[src/lvtr_pkg.sv]
package lvtr_pkg;

	localparam int unsigned STEP_BITS  = 16;
	localparam int unsigned DELAY_BITS = 11;
	localparam int unsigned KIND_BITS  = 2;

	localparam logic [STEP_BITS-1:0] STEP_RESET = 16'd256;

	localparam logic [KIND_BITS-1:0] KIND_SET  = 2'd0;
	localparam logic [KIND_BITS-1:0] KIND_GET  = 2'd1;
	localparam logic [KIND_BITS-1:0] KIND_TICK = 2'd2;

	localparam logic RES_STATUS = 1'b0;
	localparam logic RES_UPDATE = 1'b1;

	typedef enum logic [3:0] {
		ST_IDLE,
		ST_GOAL,
		ST_DIV_GAP,
		ST_WAIT_GAP,
		ST_DIV_PER,
		ST_WAIT_PER,
		ST_COMMIT,
		ST_TICK,
		ST_FIRE,
		ST_EMIT_STAT,
		ST_EMIT_UPD,
		ST_DROP
	} lvtr_state_t;

	typedef struct packed {
		logic cap;
		logic set_goal;
		logic div_go_gap;
		logic div_go_per;
		logic latch_steps;
		logic commit_set;
		logic tick_dec;
		logic tick_expire;
		logic fire;
		logic emit_load;
		logic emit_upd;
	} lvtr_cmd_t;

	typedef struct packed {
		logic armed;
		logic cnt_gt1;
		logic steps_zero;
		logic div_done;
		logic want;
		logic out_free;
	} lvtr_stat_t;

endpackage

[src/lightness_transition_ramp.sv]
// Channel   Handshake             Beat payload
// in        in_valid / in_stall   kind, level, transition_ms, delay_ms, want_status
// out       out_valid / out_stall result_kind, current_level, target_level,
//                                 remaining_ms, done_res
// cfg       cfg_we                cfg_wdata (step_size)
//
// One input beat is taken at a time; in_stall is high from the cycle after acceptance
// until the item is finished. A get emits a status, a reserved beat is dropped, a tick
// counts down or, on expiry, steps the level and emits an update; a set runs the serial
// divider for the step count and, if a step is needed, the step period, then commits
// and emits a status if asked. A result waits in the output register; a stalled output holds
// the block in its emit state. Reset clears the ramp state and loads a step size of 256.
module lightness_transition_ramp #(
	parameter int unsigned LEVEL_BITS = 16,
	parameter int unsigned TIME_BITS  = 26
) (
	input  logic                              clk,
	input  logic                              arst_n,
	input  logic                              cfg_we,
	input  logic [lvtr_pkg::STEP_BITS-1:0]    cfg_wdata,
	input  logic                              in_valid,
	output logic                              in_stall,
	input  logic [lvtr_pkg::KIND_BITS-1:0]    kind,
	input  logic [LEVEL_BITS-1:0]             level,
	input  logic [TIME_BITS-1:0]              transition_ms,
	input  logic [lvtr_pkg::DELAY_BITS-1:0]   delay_ms,
	input  logic                              want_status,
	output logic                              out_valid,
	input  logic                              out_stall,
	output logic                              result_kind,
	output logic [LEVEL_BITS-1:0]             current_level,
	output logic [LEVEL_BITS-1:0]             target_level,
	output logic [TIME_BITS-1:0]              remaining_ms,
	output logic                              done_res
);

	import lvtr_pkg::*;

	lvtr_cmd_t  cmd;
	lvtr_stat_t stat;

	lvtr_ctrl u_ctrl (
		.clk      (clk),
		.arst_n   (arst_n),
		.in_valid (in_valid),
		.kind     (kind),
		.in_stall (in_stall),
		.stat     (stat),
		.cmd      (cmd)
	);

	lvtr_dp #(
		.LEVEL_BITS (LEVEL_BITS),
		.TIME_BITS  (TIME_BITS)
	) u_dp (
		.clk           (clk),
		.arst_n        (arst_n),
		.cmd           (cmd),
		.stat          (stat),
		.cfg_we        (cfg_we),
		.cfg_wdata     (cfg_wdata),
		.level         (level),
		.transition_ms (transition_ms),
		.delay_ms      (delay_ms),
		.want_status   (want_status),
		.out_valid     (out_valid),
		.out_stall     (out_stall),
		.result_kind   (result_kind),
		.current_level (current_level),
		.target_level  (target_level),
		.remaining_ms  (remaining_ms),
		.done_res      (done_res)
	);

endmodule

[src/lvtr_div.sv]
module lvtr_div #(
	parameter int unsigned DVD_BITS = 26,
	parameter int unsigned DVS_BITS = 16,
	parameter int unsigned CNT_BITS = $clog2(DVD_BITS + 1)
) (
	input  logic                clk,
	input  logic                arst_n,
	input  logic                start,
	input  logic [CNT_BITS-1:0] cnt_init,
	input  logic [DVD_BITS-1:0] dividend,
	input  logic [DVS_BITS-1:0] divisor,
	output logic [DVD_BITS-1:0] quo,
	output logic                done
);

	logic [DVD_BITS-1:0] quo_q;
	logic [DVS_BITS-1:0] rem_q;
	logic [DVS_BITS-1:0] divs_q;
	logic [CNT_BITS-1:0] cnt_q;
	logic                done_q;
	logic [DVS_BITS:0]   partial;
	logic [DVS_BITS:0]   diff;
	logic                ge;

	always_comb begin
		partial = {rem_q, quo_q[DVD_BITS-1]};
		ge      = partial >= {1'b0, divs_q};
		diff    = partial - {1'b0, divs_q};
	end

	always_ff @(posedge clk or negedge arst_n) begin
		if (!arst_n) begin
			cnt_q  <= '0;
			done_q <= 1'b0;
		end else if (start) begin
			cnt_q  <= cnt_init;
			done_q <= 1'b0;
		end else if (cnt_q != '0) begin
			cnt_q  <= cnt_q - CNT_BITS'(1);
			done_q <= cnt_q == CNT_BITS'(1);
		end else begin
			done_q <= 1'b0;
		end
	end

	always_ff @(posedge clk) begin
		if (start) begin
			quo_q  <= dividend;
			rem_q  <= '0;
			divs_q <= divisor;
		end else if (cnt_q != '0) begin
			quo_q <= {quo_q[DVD_BITS-2:0], ge};
			rem_q <= ge ? diff[DVS_BITS-1:0] : partial[DVS_BITS-1:0];
		end
	end

	assign quo  = quo_q;
	assign done = done_q;

endmodule

[src/lvtr_dp.sv]
module lvtr_dp #(
	parameter int unsigned LEVEL_BITS = 16,
	parameter int unsigned TIME_BITS  = 26
) (
	input  logic                              clk,
	input  logic                              arst_n,
	input  lvtr_pkg::lvtr_cmd_t               cmd,
	output lvtr_pkg::lvtr_stat_t              stat,
	input  logic                              cfg_we,
	input  logic [lvtr_pkg::STEP_BITS-1:0]    cfg_wdata,
	input  logic [LEVEL_BITS-1:0]             level,
	input  logic [TIME_BITS-1:0]              transition_ms,
	input  logic [lvtr_pkg::DELAY_BITS-1:0]   delay_ms,
	input  logic                              want_status,
	output logic                              out_valid,
	input  logic                              out_stall,
	output logic                              result_kind,
	output logic [LEVEL_BITS-1:0]             current_level,
	output logic [LEVEL_BITS-1:0]             target_level,
	output logic [TIME_BITS-1:0]              remaining_ms,
	output logic                              done_res
);

	import lvtr_pkg::*;

	localparam int unsigned CNT_BITS = $clog2(TIME_BITS + 1);

	logic [STEP_BITS-1:0]  step_size_q;
	logic [LEVEL_BITS-1:0] level_in_q;
	logic [TIME_BITS-1:0]  ttime_q;
	logic [DELAY_BITS-1:0] delay_q;
	logic                  want_q;

	logic [LEVEL_BITS-1:0] level_now_q;
	logic [LEVEL_BITS-1:0] level_goal_q;
	logic [TIME_BITS-1:0]  time_left_q;
	logic [TIME_BITS-1:0]  step_period_q;
	logic [TIME_BITS-1:0]  countdown_q;
	logic                  armed_q;
	logic [LEVEL_BITS-1:0] steps_q;
	logic                  fire_done_q;

	logic                  out_valid_q;
	logic                  result_kind_q;
	logic [LEVEL_BITS-1:0] current_level_q;
	logic [LEVEL_BITS-1:0] target_level_q;
	logic [TIME_BITS-1:0]  remaining_ms_q;
	logic                  done_res_q;

	logic [STEP_BITS-1:0]  eff_step;
	logic [LEVEL_BITS-1:0] gap;
	logic                  finish;
	logic [STEP_BITS:0]    lvl_up;
	logic [STEP_BITS:0]    lvl_dn;
	logic [TIME_BITS-1:0]  rem;
	logic                  out_free;

	logic                  div_start;
	logic [CNT_BITS-1:0]   div_cnt;
	logic [TIME_BITS-1:0]  div_dvd;
	logic [STEP_BITS-1:0]  div_dvs;
	logic [TIME_BITS-1:0]  div_quo;
	logic                  div_done;

	always_comb begin
		eff_step = (step_size_q == '0) ? STEP_BITS'(1) : step_size_q;
		gap      = (level_goal_q > level_now_q) ? level_goal_q - level_now_q
		                                        : level_now_q - level_goal_q;
		finish   = (time_left_q <= step_period_q) || (STEP_BITS'(gap) <= eff_step);
		lvl_up   = (STEP_BITS+1)'(level_now_q) + (STEP_BITS+1)'(eff_step);
		lvl_dn   = (STEP_BITS+1)'(level_now_q) - (STEP_BITS+1)'(eff_step);
		rem      = (time_left_q != '0) ? time_left_q : (armed_q ? countdown_q : '0);
		out_free = !out_valid_q || !out_stall;
	end

	always_comb begin
		div_start = cmd.div_go_gap || cmd.div_go_per;
		if (cmd.div_go_gap) begin
			div_cnt = CNT_BITS'(LEVEL_BITS);
			div_dvd = TIME_BITS'(gap) << (TIME_BITS - LEVEL_BITS);
			div_dvs = eff_step;
		end else begin
			div_cnt = CNT_BITS'(TIME_BITS);
			div_dvd = ttime_q;
			div_dvs = STEP_BITS'(steps_q);
		end
	end

	lvtr_div #(
		.DVD_BITS (TIME_BITS),
		.DVS_BITS (STEP_BITS),
		.CNT_BITS (CNT_BITS)
	) u_div (
		.clk      (clk),
		.arst_n   (arst_n),
		.start    (div_start),
		.cnt_init (div_cnt),
		.dividend (div_dvd),
		.divisor  (div_dvs),
		.quo      (div_quo),
		.done     (div_done)
	);

	always_ff @(posedge clk or negedge arst_n) begin
		if (!arst_n) begin
			step_size_q <= STEP_RESET;
		end else if (cfg_we) begin
			step_size_q <= cfg_wdata;
		end
	end

	always_ff @(posedge clk or negedge arst_n) begin
		if (!arst_n) begin
			want_q <= 1'b0;
		end else if (cmd.cap) begin
			want_q <= want_status;
		end
	end

	always_ff @(posedge clk) begin
		if (cmd.cap) begin
			level_in_q <= level;
			ttime_q    <= transition_ms;
			delay_q    <= delay_ms;
		end
		if (cmd.latch_steps) begin
			steps_q <= div_quo[LEVEL_BITS-1:0];
		end
	end

	always_ff @(posedge clk or negedge arst_n) begin
		if (!arst_n) begin
			level_now_q   <= '0;
			level_goal_q  <= '0;
			time_left_q   <= '0;
			step_period_q <= '0;
			countdown_q   <= '0;
			armed_q       <= 1'b0;
			fire_done_q   <= 1'b0;
		end else begin
			if (cmd.set_goal) begin
				level_goal_q <= level_in_q;
			end
			if (cmd.commit_set) begin
				step_period_q <= (steps_q == '0) ? '0 : div_quo;
				time_left_q   <= ttime_q;
				countdown_q   <= TIME_BITS'(delay_q);
				armed_q       <= 1'b1;
			end
			if (cmd.tick_dec) begin
				countdown_q <= countdown_q - TIME_BITS'(1);
			end
			if (cmd.tick_expire) begin
				countdown_q <= '0;
				time_left_q <= (time_left_q > step_period_q) ? time_left_q - step_period_q
				                                             : '0;
			end
			if (cmd.fire) begin
				fire_done_q <= finish;
				if (finish) begin
					level_now_q <= level_goal_q;
					time_left_q <= '0;
					armed_q     <= 1'b0;
					countdown_q <= '0;
				end else begin
					level_now_q <= (level_goal_q > level_now_q) ? lvl_up[LEVEL_BITS-1:0]
					                                            : lvl_dn[LEVEL_BITS-1:0];
					countdown_q <= step_period_q;
				end
			end
		end
	end

	always_ff @(posedge clk or negedge arst_n) begin
		if (!arst_n) begin
			out_valid_q <= 1'b0;
		end else if (cmd.emit_load) begin
			out_valid_q <= 1'b1;
		end else if (!out_stall) begin
			out_valid_q <= 1'b0;
		end
	end

	always_ff @(posedge clk) begin
		if (cmd.emit_load) begin
			result_kind_q   <= cmd.emit_upd ? RES_UPDATE : RES_STATUS;
			current_level_q <= level_now_q;
			target_level_q  <= level_goal_q;
			remaining_ms_q  <= rem;
			done_res_q      <= cmd.emit_upd && fire_done_q;
		end
	end

	always_comb begin
		stat.armed      = armed_q;
		stat.cnt_gt1    = countdown_q > TIME_BITS'(1);
		stat.steps_zero = steps_q == '0;
		stat.div_done   = div_done;
		stat.want       = want_q;
		stat.out_free   = out_free;
	end

	assign out_valid     = out_valid_q;
	assign result_kind   = result_kind_q;
	assign current_level = current_level_q;
	assign target_level  = target_level_q;
	assign remaining_ms  = remaining_ms_q;
	assign done_res      = done_res_q;

endmodule

[src/lvtr_ctrl.sv]
module lvtr_ctrl (
	input  logic                             clk,
	input  logic                             arst_n,
	input  logic                             in_valid,
	input  logic [lvtr_pkg::KIND_BITS-1:0]   kind,
	output logic                             in_stall,
	input  lvtr_pkg::lvtr_stat_t             stat,
	output lvtr_pkg::lvtr_cmd_t              cmd
);

	import lvtr_pkg::*;

	lvtr_state_t state_q;
	lvtr_state_t state_d;

	always_ff @(posedge clk or negedge arst_n) begin
		if (!arst_n) begin
			state_q <= ST_IDLE;
		end else begin
			state_q <= state_d;
		end
	end

	always_comb begin
		state_d  = state_q;
		cmd      = '0;
		in_stall = state_q != ST_IDLE;
		case (state_q)
			ST_IDLE: begin
				if (in_valid) begin
					cmd.cap = 1'b1;
					case (kind)
						KIND_SET:  state_d = ST_GOAL;
						KIND_GET:  state_d = ST_EMIT_STAT;
						KIND_TICK: state_d = ST_TICK;
						default:   state_d = ST_DROP;
					endcase
				end
			end
			ST_GOAL: begin
				cmd.set_goal = 1'b1;
				state_d      = ST_DIV_GAP;
			end
			ST_DIV_GAP: begin
				cmd.div_go_gap = 1'b1;
				state_d        = ST_WAIT_GAP;
			end
			ST_WAIT_GAP: begin
				if (stat.div_done) begin
					cmd.latch_steps = 1'b1;
					state_d         = ST_DIV_PER;
				end
			end
			ST_DIV_PER: begin
				if (stat.steps_zero) begin
					state_d = ST_COMMIT;
				end else begin
					cmd.div_go_per = 1'b1;
					state_d        = ST_WAIT_PER;
				end
			end
			ST_WAIT_PER: begin
				if (stat.div_done) begin
					state_d = ST_COMMIT;
				end
			end
			ST_COMMIT: begin
				cmd.commit_set = 1'b1;
				state_d        = stat.want ? ST_EMIT_STAT : ST_IDLE;
			end
			ST_TICK: begin
				if (!stat.armed) begin
					state_d = ST_IDLE;
				end else if (stat.cnt_gt1) begin
					cmd.tick_dec = 1'b1;
					state_d      = ST_IDLE;
				end else begin
					cmd.tick_expire = 1'b1;
					state_d         = ST_FIRE;
				end
			end
			ST_FIRE: begin
				cmd.fire = 1'b1;
				state_d  = ST_EMIT_UPD;
			end
			ST_EMIT_STAT: begin
				if (stat.out_free) begin
					cmd.emit_load = 1'b1;
					state_d       = ST_IDLE;
				end
			end
			ST_EMIT_UPD: begin
				if (stat.out_free) begin
					cmd.emit_load = 1'b1;
					cmd.emit_upd  = 1'b1;
					state_d       = ST_IDLE;
				end
			end
			ST_DROP: begin
				state_d = ST_IDLE;
			end
			default: begin
				state_d = ST_IDLE;
			end
		endcase
	end

endmodule

[config.mk]
export PLATFORM = sky130hd
export DESIGN_NAME = lightness_transition_ramp
export DESIGN_NICKNAME = d
export VERILOG_FILES = /design/src/lvtr_pkg.sv /design/src/lightness_transition_ramp.sv /design/src/lvtr_div.sv /design/src/lvtr_dp.sv /design/src/lvtr_ctrl.sv
export SDC_FILE = /design/constraint.sdc
export NUM_CORES = 1
export LEC_CHECK = 0
export BUFFER_PORTS_ARGS = -buffer_cell sky130_fd_sc_hd__buf_2
export CAP_MARGIN = 40
export CORE_MARGIN = 4
export CORE_UTILIZATION = 65
export DETAILED_ROUTE_END_ITERATION = 6
export GPL_TIMING_DRIVEN = 0
export MAX_ROUTING_LAYER = met4
export PLACE_DENSITY = 0.83
export SETUP_SLACK_MARGIN = 0.5
export SYNTH_ARGS = -nofsm -noshare
export SYNTH_HDL_FRONTEND = slang
export SYNTH_SLANG_ARGS = --single-unit
[constraint.sdc]
create_clock -name clk -period 12.3 [get_ports clk]
set_input_delay 0.615 -clock clk [delete_from_list [all_inputs] [get_ports clk]]
set_output_delay 0.615 -clock clk [all_outputs]
set_load 0.03 [all_outputs]
==> results.yml <==
timing:
  final_worst_path_cycle_share_pct: 53.6
  fin_crit_ns: 6.60
  setup_ws_ns: 5.70
  report.final.slew_viol_count: 0
  fmax_ghz: 0.152
  clock_skew_ns: 0.0209
  count_of_final_setup_violators: 0
  worstMarginPinSlew_ns: 0.953
  setup-tns-final_ns: 0
  hold_viol: 0
  relSlewSlack_pct: 36.4
  worst_hold_slack_ns: 0.0634
  rsz0062_at_grt: "false"
min_path:
  min_path_type: "in -> async"
route:
  drt_iter0_drc: 2073
  routed_wire_length_per_instance_um: 22.5
  routed-via-count: 16105
  detailedRoute.firstPassIterationCount: 6
  post_drt_via_cell_ratio: 6.47
  route.detailed.drc: 0
  totalWireLength_um: 56100
  ant_nets: 0
global_routing:
  first_global_vias: 15510
  groute.layer.met1.usage_pct: 52.1
  grt_pass1_wl_um: 86600
  met2_usage_pct: 54.3
  grt_util_met3_pct: 6.42
  grt.total_usage_pct: 36.6
  grt_residual_overflow: 0
  global_route.peak_usage_layer: "met2"
  antenna_violations_before_repair: 0
  maximum_number_of_pins_on_one_net_before_global_route_repair: 89
floorplanning:
  placeableCoreArea_um2: 27900
  placementRows: 61
  fp.dieW_um: 176
  floorplan_die_area_um2: 31100
  ios: 139
  fp.dieH_um: 176
  start_util_pct: 66.2
synthesis:
  synth.cell_area_um2: 18400
  seq_area_frac_synth_pct: 48.6
  synth-edff-count: 171
  synth_seq_cells: 327
  synth_async_sr_flop_share_pct: 42.8
  yosys_most_used_dff: "sky130_fd_sc_hd__edfxtp_1"
  syn_area_per_cell_um2: 9.70
  yosys_warnings: 0
  number_of_unique_standard_cell_types_used_by_synthesis: 74
  mappedNetlistNets: 2093
  syn_inst: 1901
job:
  cap_viol_max_count: 0
clocking:
  clock-sinks: 327
  clkTransAtPathRegs_ns: 0.06
  holdBufCountCts: 0
  post_cts.repair.setup_buffers: 0
  clock_tree.htree_level_count: 2
  cts_tree: "done"
  ctsRootBufferMaster: "sky130_fd_sc_hd__clkbuf_16"
  cts.path.max_buffers: 3
  insertion_delay_ns: 0.53
  post_cts.resized_instances: 0
  tritoncts.num_buffers: 36
setup_path:
  endpoint_of_the_worst_slack_reg_to_reg_timing_path: "u_dp.countdown_q[19]"
  critPathMaxFanout: 10
  rrSetupSlack_ns: 5.70
  nature_of_the_critical_path_startpoint: "flop"
  setup.worst_path.class: "reg -> reg"
  cp-end-kind: "flop"
  ff_to_ff_start: "u_dp.level_goal_q[10]"
  cpPeakStageDelay_ns: 0.76
  critical_path.most_common_cell: "sky130_fd_sc_hd__clkbuf_1"
  critPathSlowestCell: "sky130_fd_sc_hd__clkbuf_1"
  rr_worst_depth: 21
  crit_chain: "inv_1 > ha_1 > clkbuf_1 > nand2_1 > o21ai_0 > a21oi_1 > a21oi_2 > buf_2 > buf_2 > mux2i_1 > xnor2_1 > ha_1 > o21a_1 > o21a_1 > o21ai_0 > a2111o_1 > a21oi_1 > and3_1 > clkbuf_1 > clkbuf_1 > a221o_1"
  timing.critical_path.required_ns: 12.76
  arrival_ns: 7.05
placement:
  hpwl_um: 41800
  dpl.cell_count: 2425
  io_buffer_count: 138
  pre_cts_slack_ns: 5.87
  gp_congestion: 0.996
layout:
  most_common_cell_after_layout_fill_and_taps_aside: "sky130_fd_sc_hd__nand2_1"
  layoutNonFillerInstCount: 2489
  most-common-layout-cells: "sky130_fd_sc_hd__nand2_1 (267), sky130_fd_sc_hd__edfxtp_1 (171), sky130_fd_sc_hd__o21ai_0 (168)"
  diodes: 0
  layout.nets: 2277
  final-seq-area_um2: 8960
  fillerInstances: 1990
  multiInputGateArea_um2: 8640
  areaGrowthSynthToFinish_pct: 13.5
  drive_gt1_share_pct: 12.7
outcome:
  status: "finished, final reports clean"
[worst max-delay path: cells and delay by family (launching register included)]
kind / cells / cell delay (ns)
xor gates and xnor gates: 1 / 0.14
adders and majority gates: 2 / 0.62
and+or+nand+nor: 2 / 0.49
muxes: 1 / 0.26
AOI/OAI and AO/OA: 9 / 2.35
buffers and inverters: 6 / 2.22
DFF: 1 / 0.41
[final cells by class]
type,instances,area share [%]
timing repair buffer,146,3.94
clock inverter,17,0.784
clock buffer,47,4.75
sequential,327,42.8
tap,378,2.26
multi-input combinational,1359,41.3
inverter,130,2.33
buffer,85,1.78
[sequential cells by signal (all words and copies together) (netlist names), 26 cells and up]
name	cells
u_dp.countdown_q	26
u_dp.remaining_ms	26
u_dp.step_period_q	26
u_dp.time_left_q	26
u_dp.ttime_q	26
u_dp.u_div.quo	26
[how the worst max path moves through the flow]
stage                     cells after the start                     to                   from  slack [ns]
after detailed placement                     22    u_dp.countdown_q[1]   u_dp.level_goal_q[9]        5.87
after global placement                        4  u_dp.current_level[1]      u_ctrl.state_q[0]        5.95
after floorplan                              19   u_dp.countdown_q[21]    u_dp.level_now_q[9]        7.54
after global routing                         22    u_dp.countdown_q[1]   u_dp.level_goal_q[9]        5.43
final                                        21   u_dp.countdown_q[19]  u_dp.level_goal_q[10]        5.70
after CTS                                    22    u_dp.countdown_q[1]  u_dp.level_goal_q[10]        5.85
[metal layers]
| metal | wire [um] | part of all wire [%] |
|---|---|---|
| met3 | 6190 | 11 |
| met1 | 22800 | 41 |
| met4 | 2050 | 3.7 |
| met2 | 25000 | 45 |
| met5 | 0 | 0 |
[per-stage QoR]
step	utilization [%]	cell area [um2]
final	75.1	20900
after global routing	75.1	20900
after CTS	75.1	20900
after detailed placement	70.9	19800
after global placement	70.4	19600
after floorplan	-	18400
[Yosys cell counts, types with 10 or more instances]
cell type                    n  area [um2]
sky130_fd_sc_hd__a21o_1     73         548
sky130_fd_sc_hd__xor2_1     24         210
sky130_fd_sc_hd__a31oi_1    20         125
sky130_fd_sc_hd__and3_1     10        62.6
sky130_fd_sc_hd__dfxtp_1    16         320
sky130_fd_sc_hd__a221o_1    21         210
sky130_fd_sc_hd__dfrtp_1   139        3480
sky130_fd_sc_hd__a211oi_1   11        82.6
sky130_fd_sc_hd__nand2_1   267        1000
sky130_fd_sc_hd__nor2_2     10        62.6
sky130_fd_sc_hd__o21a_1     11        82.6
sky130_fd_sc_hd__nor4_1     28         175
sky130_fd_sc_hd__a22oi_1    13        97.6
sky130_fd_sc_hd__nor3_1     38         190
sky130_fd_sc_hd__inv_1     130         488
sky130_fd_sc_hd__a21oi_1   154         771
sky130_fd_sc_hd__clkbuf_1   60         225
sky130_fd_sc_hd__o21bai_1   10        75.1
sky130_fd_sc_hd__edfxtp_1  171        5130
sky130_fd_sc_hd__nand3_1    30         150
sky130_fd_sc_hd__o22ai_1    31         194
sky130_fd_sc_hd__nor2_1     94         353
sky130_fd_sc_hd__mux2i_1    13         130
sky130_fd_sc_hd__buf_2      18        90.1
sky130_fd_sc_hd__or3_1      12        75.1
sky130_fd_sc_hd__a21oi_2    11        96.3
sky130_fd_sc_hd__o21ai_0   168         841
sky130_fd_sc_hd__ha_1      110        1380
sky130_fd_sc_hd__nor2b_1    14        87.6
sky130_fd_sc_hd__xnor2_1    54         473
sky130_fd_sc_hd__nand4_1    19         119
[kinds of logic after synthesis]
| family | count (synthesis) | share of synthesized area (%) |
|---|---|---|
| fa+ha+maj | 115 | 8.01 |
| simple gates | 565 | 14.2 |
| compound gates | 581 | 19.7 |
| buf+inv | 215 | 4.67 |
| mux | 20 | 1.13 |
| flops | 327 | 48.6 |
| xor+xnor | 78 | 3.71 |
Power is not shown: default switching activity piles up to over one toggle a cycle in this logic, so the estimate is an artifact.
